<file path="src/rtl/core/m64a_pkg.sv">
// Package for the MurmurHash64A core: constants, datapath commands, controller states.
// No dependencies; imported by m64a_dpath, m64a_ctrl and the top level.
`timescale 1ns / 1ps
`default_nettype none

package m64a_pkg;

    localparam logic [63:0] M_CONST = 64'hc6a4a7935bd1e995;
    localparam logic [31:0] M_LO    = M_CONST[31:0];
    localparam logic [31:0] M_HI    = M_CONST[63:32];
    localparam int          SHIFT_R = 47;
    localparam logic [3:0]  FULL_COUNT = 4'd8;

    typedef logic [63:0] word_t;
    typedef logic [3:0]  count_t;

    typedef enum logic [3:0] {
        DP_NOP,
        DP_LOAD,
        DP_MUL0,
        DP_MUL1,
        DP_MUL2,
        DP_SET_H,
        DP_WORD,
        DP_FOLD_K,
        DP_MIX_K,
        DP_MIX_TAIL,
        DP_FOLD_H,
        DP_EMIT
    } dp_op_t;

    typedef struct packed {
        dp_op_t op;
    } dp_cmd_t;

    typedef struct packed {
        logic cnt_full;
        logic cnt_zero;
    } dp_stat_t;

    typedef enum logic [3:0] {
        S_IDLE,
        S_BODY,
        S_MUL0,
        S_MUL1,
        S_MUL2,
        S_SET_H,
        S_FOLD_K,
        S_MIX_K,
        S_FIN_FOLD,
        S_EMIT
    } ctrl_state_t;

    // What the current 64-bit multiply is computing.
    typedef enum logic [2:0] {
        PH_INIT,
        PH_K1,
        PH_K2,
        PH_H,
        PH_FIN
    } mul_phase_t;

    function automatic word_t fold_high(input word_t v);
        fold_high = v ^ (v >> SHIFT_R);
    endfunction

    // Byte mask for a partial word of 0..7 valid bytes.
    function automatic word_t tail_mask(input count_t cnt);
        word_t m;
        m = '0;
        for (int i = 0; i < 8; i++) begin
            if (count_t'(i) < cnt) begin
                m[i*8 +: 8] = 8'hff;
            end
        end
        tail_mask = m;
    endfunction

endpackage

`default_nettype wire

</file>
<file path="src/rtl/core/murmur64a_stream_hash_core.sv">
// Top level of the streaming MurmurHash64A (seed zero) core.
// Depends on m64a_pkg, m64a_ctrl and m64a_dpath.
//
// Usage:
//  - Input channel (item_valid / item_stall) carries one 8-byte little-endian word per
//    transfer with byte_count, first_word, last_word and message_length. message_length
//    is used only on a transfer with first_word set and seeds the hash.
//  - Output channel (hash_valid / hash_stall) carries one hash_value per message, after
//    the transfer that has last_word set. An empty message is one transfer with zero bytes.
//  - Every 64-bit multiply by the mixing constant takes three passes through one shared
//    32x32 multiplier, so how long an item holds the input is set by its multiplies:
//    none for a zero-byte word, one for a partial word, three for a full word;
//    one more when first_word is set, and one more (through the result register) when
//    last_word is set.
//  - One item is worked at a time; item_stall is high from the cycle after a transfer
//    until the item's work is done.
//  - The result sits in an output register, so a new message may start while the last
//    hash waits on hash_stall. A second result waits behind a stalled one; nothing is
//    dropped and hash_value holds while stalled.
//  - Reset (rst_n low, asynchronous) clears the running hash to zero, idles the
//    controller and drops any pending result.
`timescale 1ns / 1ps
`default_nettype none

module murmur64a_stream_hash_core (
    input  wire logic        clk,
    input  wire logic        rst_n,
    input  wire logic        item_valid,
    output logic             item_stall,
    input  wire logic [63:0] data_word,
    input  wire logic [3:0]  byte_count,
    input  wire logic        first_word,
    input  wire logic        last_word,
    input  wire logic [63:0] message_length,
    output logic             hash_valid,
    input  wire logic        hash_stall,
    output logic [63:0]      hash_value
);
    import m64a_pkg::*;

    dp_cmd_t  cmd;
    dp_stat_t stat;

    // Sequencer: decides which datapath operation runs each cycle.
    m64a_ctrl u_ctrl (
        .clk        (clk),
        .rst_n      (rst_n),
        .item_valid (item_valid),
        .item_stall (item_stall),
        .first_word (first_word),
        .last_word  (last_word),
        .hash_valid (hash_valid),
        .hash_stall (hash_stall),
        .cmd        (cmd),
        .stat       (stat)
    );

    // Hash state, work register, shared multiplier and result register.
    m64a_dpath u_dpath (
        .clk            (clk),
        .rst_n          (rst_n),
        .cmd            (cmd),
        .stat           (stat),
        .data_word      (data_word),
        .byte_count     (byte_count),
        .message_length (message_length),
        .hash_value     (hash_value)
    );

endmodule

`default_nettype wire

</file>
<file path="src/rtl/core/m64a_dpath.sv">
// Datapath of the MurmurHash64A core: running hash, work word, one shared 32x32 multiplier.
// Depends on m64a_pkg; driven by m64a_ctrl through dp_cmd_t.
`timescale 1ns / 1ps
`default_nettype none

module m64a_dpath (
    input  wire logic              clk,
    input  wire logic              rst_n,
    input  wire m64a_pkg::dp_cmd_t cmd,
    output m64a_pkg::dp_stat_t     stat,
    input  wire logic [63:0]       data_word,
    input  wire logic [3:0]        byte_count,
    input  wire logic [63:0]       message_length,
    output logic [63:0]            hash_value
);
    import m64a_pkg::*;

    word_t  h_reg;
    word_t  mop_reg,  mop_next;
    word_t  prod_reg, prod_next;
    word_t  word_reg;
    count_t cnt_reg;
    word_t  out_reg;

    logic [31:0] mul_a, mul_b;
    logic [63:0] mul_p;
    logic [31:0] hi_sum;

    // Low 64 bits of mop * M as three 32x32 partial products.
    always_comb begin
        mul_a = mop_reg[31:0];
        mul_b = M_LO;
        case (cmd.op)
            DP_MUL1: mul_b = M_HI;
            DP_MUL2: mul_a = mop_reg[63:32];
            default: ;
        endcase
    end

    assign mul_p  = 64'(mul_a) * 64'(mul_b);
    assign hi_sum = prod_reg[63:32] + mul_p[31:0];

    always_comb begin
        mop_next  = mop_reg;
        prod_next = prod_reg;
        case (cmd.op)
            DP_LOAD:     mop_next  = message_length;
            DP_MUL0:     prod_next = mul_p;
            DP_MUL1:     prod_next = {hi_sum, prod_reg[31:0]};
            DP_MUL2:     mop_next  = {hi_sum, prod_reg[31:0]};
            DP_WORD:     mop_next  = word_reg;
            DP_FOLD_K:   mop_next  = fold_high(mop_reg);
            DP_MIX_K:    mop_next  = h_reg ^ mop_reg;
            DP_MIX_TAIL: mop_next  = h_reg ^ (word_reg & tail_mask(cnt_reg));
            DP_FOLD_H:   mop_next  = fold_high(h_reg);
            default: ;
        endcase
    end

    // Running hash is architectural state and resets to zero.
    always_ff @(posedge clk or negedge rst_n)
    begin
        if (!rst_n)
        begin
            h_reg <= '0;
        end
        else if (cmd.op == DP_SET_H)
        begin
            h_reg <= mop_reg;
        end
    end

    always_ff @(posedge clk)
    begin
        mop_reg  <= mop_next;
        prod_reg <= prod_next;
        if (cmd.op == DP_LOAD)
        begin
            word_reg <= data_word;
            cnt_reg  <= (byte_count > FULL_COUNT) ? FULL_COUNT : byte_count;
        end
        if (cmd.op == DP_EMIT)
        begin
            out_reg <= fold_high(mop_reg);
        end
    end

    assign stat.cnt_full = (cnt_reg == FULL_COUNT);
    assign stat.cnt_zero = (cnt_reg == '0);
    assign hash_value    = out_reg;

endmodule

`default_nettype wire

</file>
<file path="src/rtl/core/m64a_ctrl.sv">
// Controller of the MurmurHash64A core: sequences multiplies, mixing and result hand-off.
// Depends on m64a_pkg; commands m64a_dpath.
`timescale 1ns / 1ps
`default_nettype none

module m64a_ctrl (
    input  wire logic               clk,
    input  wire logic               rst_n,
    input  wire logic               item_valid,
    output logic                    item_stall,
    input  wire logic               first_word,
    input  wire logic               last_word,
    output logic                    hash_valid,
    input  wire logic               hash_stall,
    output m64a_pkg::dp_cmd_t       cmd,
    input  wire m64a_pkg::dp_stat_t stat
);
    import m64a_pkg::*;

    ctrl_state_t state_reg, state_next;
    mul_phase_t  ph_reg,    ph_next;
    logic        last_reg,  last_next;
    logic        valid_reg, valid_next;

    always_ff @(posedge clk or negedge rst_n)
    begin
        if (!rst_n)
        begin
            state_reg <= S_IDLE;
            ph_reg    <= PH_INIT;
            last_reg  <= 1'b0;
            valid_reg <= 1'b0;
        end
        else
        begin
            state_reg <= state_next;
            ph_reg    <= ph_next;
            last_reg  <= last_next;
            valid_reg <= valid_next;
        end
    end

    always_comb begin
        state_next = state_reg;
        ph_next    = ph_reg;
        last_next  = last_reg;
        valid_next = valid_reg && hash_stall;
        cmd.op     = DP_NOP;

        unique case (state_reg)
            S_IDLE: begin
                if (item_valid)
                begin
                    cmd.op     = DP_LOAD;
                    last_next  = last_word;
                    if (first_word)
                    begin
                        ph_next    = PH_INIT;
                        state_next = S_MUL0;
                    end
                    else
                    begin
                        state_next = S_BODY;
                    end
                end
            end
            S_BODY: begin
                if (stat.cnt_full)
                begin
                    cmd.op     = DP_WORD;
                    ph_next    = PH_K1;
                    state_next = S_MUL0;
                end
                else if (!stat.cnt_zero)
                begin
                    cmd.op     = DP_MIX_TAIL;
                    ph_next    = PH_H;
                    state_next = S_MUL0;
                end
                else
                begin
                    state_next = last_reg ? S_FIN_FOLD : S_IDLE;
                end
            end
            S_MUL0: begin
                cmd.op     = DP_MUL0;
                state_next = S_MUL1;
            end
            S_MUL1: begin
                cmd.op     = DP_MUL1;
                state_next = S_MUL2;
            end
            S_MUL2: begin
                cmd.op = DP_MUL2;
                unique case (ph_reg)
                    PH_K1:   state_next = S_FOLD_K;
                    PH_K2:   state_next = S_MIX_K;
                    PH_FIN:  state_next = S_EMIT;
                    default: state_next = S_SET_H;
                endcase
            end
            S_SET_H: begin
                cmd.op = DP_SET_H;
                if (ph_reg == PH_INIT)
                begin
                    state_next = S_BODY;
                end
                else
                begin
                    state_next = last_reg ? S_FIN_FOLD : S_IDLE;
                end
            end
            S_FOLD_K: begin
                cmd.op     = DP_FOLD_K;
                ph_next    = PH_K2;
                state_next = S_MUL0;
            end
            S_MIX_K: begin
                cmd.op     = DP_MIX_K;
                ph_next    = PH_H;
                state_next = S_MUL0;
            end
            S_FIN_FOLD: begin
                cmd.op     = DP_FOLD_H;
                ph_next    = PH_FIN;
                state_next = S_MUL0;
            end
            S_EMIT: begin
                // Hold until the output register is free or being drained.
                if (!(valid_reg && hash_stall))
                begin
                    cmd.op     = DP_EMIT;
                    valid_next = 1'b1;
                    state_next = S_IDLE;
                end
            end
            default: state_next = S_IDLE;
        endcase
    end

    assign item_stall = (state_reg != S_IDLE);
    assign hash_valid = valid_reg;

endmodule

`default_nettype wire

</file>
<file path="config.mk">
export PLATFORM = sky130hd
export DESIGN_NAME = murmur64a_stream_hash_core
export DESIGN_NICKNAME = d
export VERILOG_FILES = /design/src/rtl/core/m64a_pkg.sv /design/src/rtl/core/murmur64a_stream_hash_core.sv /design/src/rtl/core/m64a_dpath.sv /design/src/rtl/core/m64a_ctrl.sv
export SDC_FILE = /design/constraint.sdc
export NUM_CORES = 2
export LEC_CHECK = 0
export BUFFER_PORTS_ARGS = -buffer_cell sky130_fd_sc_hd__buf_4
export CELL_PAD_IN_SITES_DETAIL_PLACEMENT = 1
export CELL_PAD_IN_SITES_GLOBAL_PLACEMENT = 2
export CORE_AREA = 2 2 373 264
export CTS_BUF_LIST = sky130_fd_sc_hd__clkbuf_2 sky130_fd_sc_hd__clkbuf_4 sky130_fd_sc_hd__clkbuf_8
export CTS_CLUSTER_SIZE = 40
export DETAILED_ROUTE_END_ITERATION = 7
export DIE_AREA = 0 0 375 266
export GPL_TIMING_DRIVEN = 1
export PLACE_DENSITY_LB_ADDON = 0.1
export SYNTH_ARGS = -nofsm -noshare
export SYNTH_HDL_FRONTEND = slang
export SYNTH_SLANG_ARGS = --single-unit
</file>
<file path="constraint.sdc">
create_clock -name clk -period 12.3 [get_ports clk]
set_clock_uncertainty 0.2 [all_clocks]
set_input_delay 2.46 -clock clk [delete_from_list [all_inputs] [get_ports clk]]
set_output_delay 2.46 -clock clk [all_outputs]
set_load 0.005 [all_outputs]
</file>
## Word-level counts from Yosys, hierarchy flattened

Cells that the tools add are included.

| storage, ports and cells | value |
|---|---|
| memories | 0 |
| register bits after elaboration | 333 |
| input port bits | 138 |
| word-level logic and storage cells | 109 |
| memory bits (read-only) | 0 |
| bits in latches | 0 |
| output and inout bits | 66 |
| RAM bits | 0 |

| operators by class | value |
|---|---|
| div/mod/pow operators | 0 |
| eq/ne operators | 28 |
| bitwise operators | 6 |
| reduce and logical (&&, ||, !) cells | 13 |
| magnitude comparators | 9 |
| add/sub/neg operators | 1 |
| multipliers | 1 |
| shift-type cells | 0 |
| multiplexer cells | 40 |

Operator list:

| kind | count |
|---|---|
| $pmux 64 s7 | 1 |
| $mux 8 | 16 |
| $pmux 64 s2 | 1 |
| $xor 64x17->64 | 2 |
| $xor 64x64->64 | 2 |
| $and 64x64->64 | 1 |
| $mul 32x32->64 | 1 |
| $mux 32 | 2 |
| $pmux 4 s10 | 1 |
| $mux 4 | 9 |
| $add 32x32->32 | 1 |
| $eq 4x3->1 const B | 8 |
| $pmux 4 s8 | 1 |
| $eq 4x4->1 const B | 7 |
| $eq 4x2->1 const B | 4 |
| $lt 3x4->1 const A | 4 |
| $pmux 3 s5 | 1 |
| $mux 3 | 4 |
| $pmux 4 s3 | 1 |
| $eq 4x1->1 const B | 2 |
| $logic_not 4->1 | 2 |
| $lt 1x4->1 const A | 2 |
| $lt 2x4->1 const A | 2 |
| $reduce_bool 7->1 | 1 |
| 17 further kinds | 22 |

## Depth between registers and ports, before layout

| depth | value |
|---|---|
| depth in word-level cells | 9 |
| gate-level depth with buffers | 41 |
| mapped depth without buffers | 39 |

## Cells and area by module

Synthesis repeated with hierarchy kept, for this count alone.

| second synthesis, totals | value |
|---|---|
| cell total of the unflattened synthesis | 3848 |
| area, all modules | 40531.4 um^2 |

By module, submodules not included:

| module | sequential area each (um^2) | instances | cells an instance | area an instance (um^2) |
|---|---|---|---|---|
| m64a_dpath | 9409.0 | 1 | 3760 | 39840.7 |
| m64a_ctrl | 225.2 | 1 | 88 | 690.7 |

## Worst setup path before layout

Ideal clock, no wire load.

| timing path | value |
|---|---|
| kind | register -> register |
| from | register u_ctrl.state_reg[2] |
| to | register u_dpath.mop_reg[62] (data pin) |
| cell stages (with the launch flop) | 40 |
| path buffers | 5 |
| setup slack | 2.198 ns |
| setup time | 0.269 ns |
| arrival | 9.633 ns |
| clock period less this slack | 10.102 ns |
| data required time | 11.831 ns |
| cell sequence | dfrtp_1 -> buf_2 -> nand2b_1 -> nor3_2 -> buf_2 -> buf_2 -> buf_1 -> nand2_1 -> nand2_1 -> nand2_1 -> inv_1 -> ha_1 -> inv_1 -> fa_1 -> fa_1 -> fa_1 -> inv_1 -> fa_1 -> (+4 left out) -> fa_1 -> ha_1 -> a21oi_1 -> nand2_1 -> a211oi_1 -> o21ai_0 -> a21o_1 -> a21oi_1 -> xnor2_1 -> ha_1 -> clkbuf_1 -> nand3_1 -> or4_1 -> o21ai_1 -> a221oi_1 -> nor3_1 -> xnor2_1 -> o21ai_0 |

| between the ends | value |
|---|---|
| word-level cells in the longest chain between the ends | 7 |
| elaborated cells between the ends (all ways) | 24 |
| classes of those cells | add/sub (1); mul (1); eq/ne (17); mux (4); reduce/logical (1) |

RTL lines:

| item | RTL line | source |
|---|---|---|
| from (decl) | m64a_ctrl.sv:20 | `ctrl_state_t state_reg, state_next;` |
| from (signal assigned) | m64a_ctrl.sv:36 | `state_reg <= state_next;` |
| $eq 4x4->1, or another cell as far along | m64a_ctrl.sv:50 | `unique case (state_reg)` |
| $pmux 4 s10 * | m64a_ctrl.sv:50 |  |
| $eq 4x3->1 or $eq 4x2->1 (tied branches) | m64a_dpath.sv:33, m64a_dpath.sv:46 |  |
| $mux 32 | m64a_dpath.sv:33 | `case (cmd.op)` |
| $mul 32x32->64 | m64a_dpath.sv:40 | `assign mul_p = 64'(mul_a) * 64'(mul_b);` |
| $add 32x32->32 | m64a_dpath.sv:41 | `assign hi_sum = prod_reg[63:32] + mul_p[31:0];` |
| $pmux 64 s7 * | m64a_dpath.sv:46 | `case (cmd.op)` |
| net u_dpath.mop_next[62] | m64a_dpath.sv:19 | `word_t mop_reg, mop_next;` |
| to (signal assigned) | m64a_dpath.sv:75 | `mop_reg <= mop_next;` |
| to (decl) | m64a_dpath.sv:19 |  |

The timed path passes the listed nets; every way through them passes the cells marked *.
A chain may end at the register's enable or synchronous reset.

## Worst setup path after layout

Same ends and word-level chain as after synthesis.

==> out/qor.csv <==
stage,metric,value,unit
status,outcome,"complete, no violations",
logic_synthesis,synth_top_area_share,30.1,%
cells_and_area,fin_cells,5512,
cts,cts-resized-gates,0,
worst_setup_path,crit_top_cell,fa_1,
sta,tightest_slew,1.12,ns
logic_synthesis,synth_cells,4005,
logic_synthesis,synth_edf_count,260,
sta,setup_tns,0,ns
placed_design,placedCellCount,5425,
cts,post-cts-setup-buffers,0,
worst_setup_path,critical_path.endpoint_type,flop,
logic_synthesis,synth.avg_cell_area,10.3,µm²
sta,finalCritPeriodShare,94.5,%
grt,grtUsageTotal,32.1,%
sta,maxSlewViolCount,0,
cts,path_clk_slew,0.07,ns
cells_and_area,seq_area,9630,µm²
floorplan,die_h,266,µm
cells_and_area,multi_input_area,27900,µm²
placed_design,gp_congestion,0.953,
cts,cts_buffers,47,
worst_setup_path,critPathKind,reg2reg,
logic_synthesis,netlist_area,41100,µm²
cells_and_area,finalInstanceArea,45300,µm²
sta,min_period,11.62,ns
sta,rsz0062_at_grt,false,
placed_design,placed_area,44300,µm²
logic_synthesis,synth_top_area_cell,fa_1,
sta,holdWs,0.331,ns
drt,antenna_left,0,
sta,final-setup-viol-count,0,
sta,fmax,0.0861,GHz
cells_and_area,nFillCells,10800,
drt,drt_iter0_drc,2652,
worst_setup_path,crit_slowest_cell,nor3_4,
run,drv_cap,0,
floorplan,fp.dieArea,99800,µm²
cts,h-tree-depth,2,
cts,cts_tree,yes,
cts,hold_buffers,0,
grt,grt_pass1_vias,32100,
cells_and_area,drive_gt1_share,11.7,%
logic_synthesis,synthArstFlopShare,21.9,%
drt,drcViolationCount,0,
sta,relSlewSlack,25.5,%
logic_synthesis,synth-seq-cells,333,
cts,clk_latency,0.64,ns
floorplan,ioPinCount,204,
worst_setup_path,cp_num_buf_inv,6,
grt,grt_pass1_wl,228,mm
cts,root_buffer,clkbuf_8,
worst_setup_path,start_kind,flop,
grt,antenna_found_initial,7,
cells_and_area,layout.nets,5387,
floorplan,fp-row-count,96,
grt,grt.overflow.total,0,
logic_synthesis,synth_warnings,0,
cts,numClockSinks,333,
logic_synthesis,yosysSeqAreaShare,23.4,%
cells_and_area,syn_to_final_growth,10.3,%
worst_setup_path,critPathMaxFanout,18,
drt,totalWireLength,158,mm
placed_design,hpwl,133,mm
cts,clock_path_buffers,3,
drt,firstDrtPassIters,5,
logic_synthesis,synth-main-ff-cell,edfxtp_1,
worst_setup_path,cp_slowest_stage_delay,0.81,ns
sta,hold_violations,0,
floorplan,die-width,375,µm
worst_hold_path,hp-class,reg2reg,
worst_setup_path,crit_family,adder cells,
drt,routedWlPerCell,28.7,µm
worst_setup_path,arrival,11.76,ns
drt,viasPerCell,5.52,
floorplan,core_area,96700,µm²
drt,num_vias,30400,
logic_synthesis,synth_area_leaders,"fa_1 (30%), edfxtp_1 (19%), ha_1 (13%)",
logic_synthesis,synth.distinct_cells,94,
grt,grt_max_degree,66,
placed_design,port_buffers,203,
worst_setup_path,cp.required,12.44,ns
floorplan,start_util,42.5,%
-- worst register-to-register path: cells and delay by family (launching register included) --
kind / cells / cell delay (ns)
AO/OA/AOI/OAI: 8 / 2.01
XOR/XNOR: 2 / 0.36
flip-flops: 1 / 0.63
AND/OR/NAND/NOR: 9 / 2.99
adder cells (fa/ha/maj): 10 / 4.33
buffers and inverters: 6 / 0.82
-- final timing paths --
| path | start | endpoint | slack, ns | depth (start not counted) |
|---|---|---|---|---|
| worst max-delay path | u_ctrl.state_reg[2] | u_dpath.mop_reg[62] | 0.68 | 35 |
| worst min-delay path | u_dpath.mop_reg[28] | u_dpath.hash_value[28] | 0.33 | 0 |
| worst max register to register | u_ctrl.state_reg[2] | u_dpath.mop_reg[62] | 0.68 | 35 |
| worst min register to register | u_dpath.mop_reg[28] | u_dpath.hash_value[28] | 0.33 | 0 |
| max in group asynchronous | rst_n | u_dpath.h_reg[20] | 9.18 | 2 |
| min in group asynchronous | rst_n | u_dpath.h_reg[4] | 1.51 | 1 |
-- cells in the mapped netlist, types with 16 or more instances --
master,n
nand4_1,18
mux2_2,64
o21ai_0,119
a21o_1,51
a31oi_1,31
xnor2_1,127
clkbuf_1,105
edfxtp_1,260
ha_1,430
nand2_1,341
a221oi_1,46
a222oi_1,19
nand3_1,38
a22oi_1,27
inv_1,820
buf_2,27
xor2_1,48
mux2i_1,16
nor3_1,24
and3_1,32
o21ai_1,16
and2_1,36
nor2b_1,16
dfrtp_1,73
fa_1,619
nor2_1,209
a21oi_1,195
-- metrics by stage --
stage	worst slack, ns	utilization (%)
global route	0.0355	46.9
floorplan	2.20	-
CTS	0.740	46.9
global placement	1.12	45.9
finish	0.680	46.9
detailed placement	0.824	45.9
-- final cells by class --
| cell class | instances | area share, % |
|---|---|---|
| Inverter | 823 | 6.82 |
| Multi-Input combinational cell | 2709 | 61.5 |
| Tap cell | 1274 | 3.52 |
| Clock buffer | 70 | 1.88 |
| Sequential cell | 333 | 21.3 |
| Antenna cell | 1 | 0.00552 |
| Clock inverter | 16 | 0.284 |
| Timing Repair Buffer | 286 | 4.76 |
-- logic make-up (layout without fill, tap and decap cells) --
family                   Yosys count  after routing  share of synthesized area (%)
adder cells (fa/ha/maj)         1049           1049                           43.2
buffers and inverters            967           1195                           9.02
AND/OR/NAND/NOR                  777            777                           8.46
AO/OA/AOI/OAI                    619            619                           9.84
flip-flops                       333            333                           23.4
XOR/XNOR                         177            177                           3.81
multiplexers                      81             81                           2.18
other                              2              7                         0.0183
-- placed cells by master (no fill, tap or decap), drive strengths merged, types with 55 or more instances in the layout --
cell and instances:
inv 823, fa 619, ha 430, nand2 341
buf 286, edfxtp 260, nor2 212, a21oi 195
o21ai 137, xnor2 129, dfrtp 73, clkbuf 70
mux2 64, a21o 55
-- routing by layer --
metal / part of all wire (%) / vias to the layer above / routed length, µm / GRT usage (%)
met2: 41 / 1045 / 64200 / 44.7
met1: 47 / 15800 / 74300 / 48.2
met4: 1.6 / 10 / 2570 / 4.86
li1: - / 13400 / - / -
met3: 11 / 136 / 16900 / 11.8
met5: 0.051 / - / 81 / 0
Power is left out: the tool's default activity adds up to more than one toggle a clock period on the data nets, which glitch-free logic cannot reach.
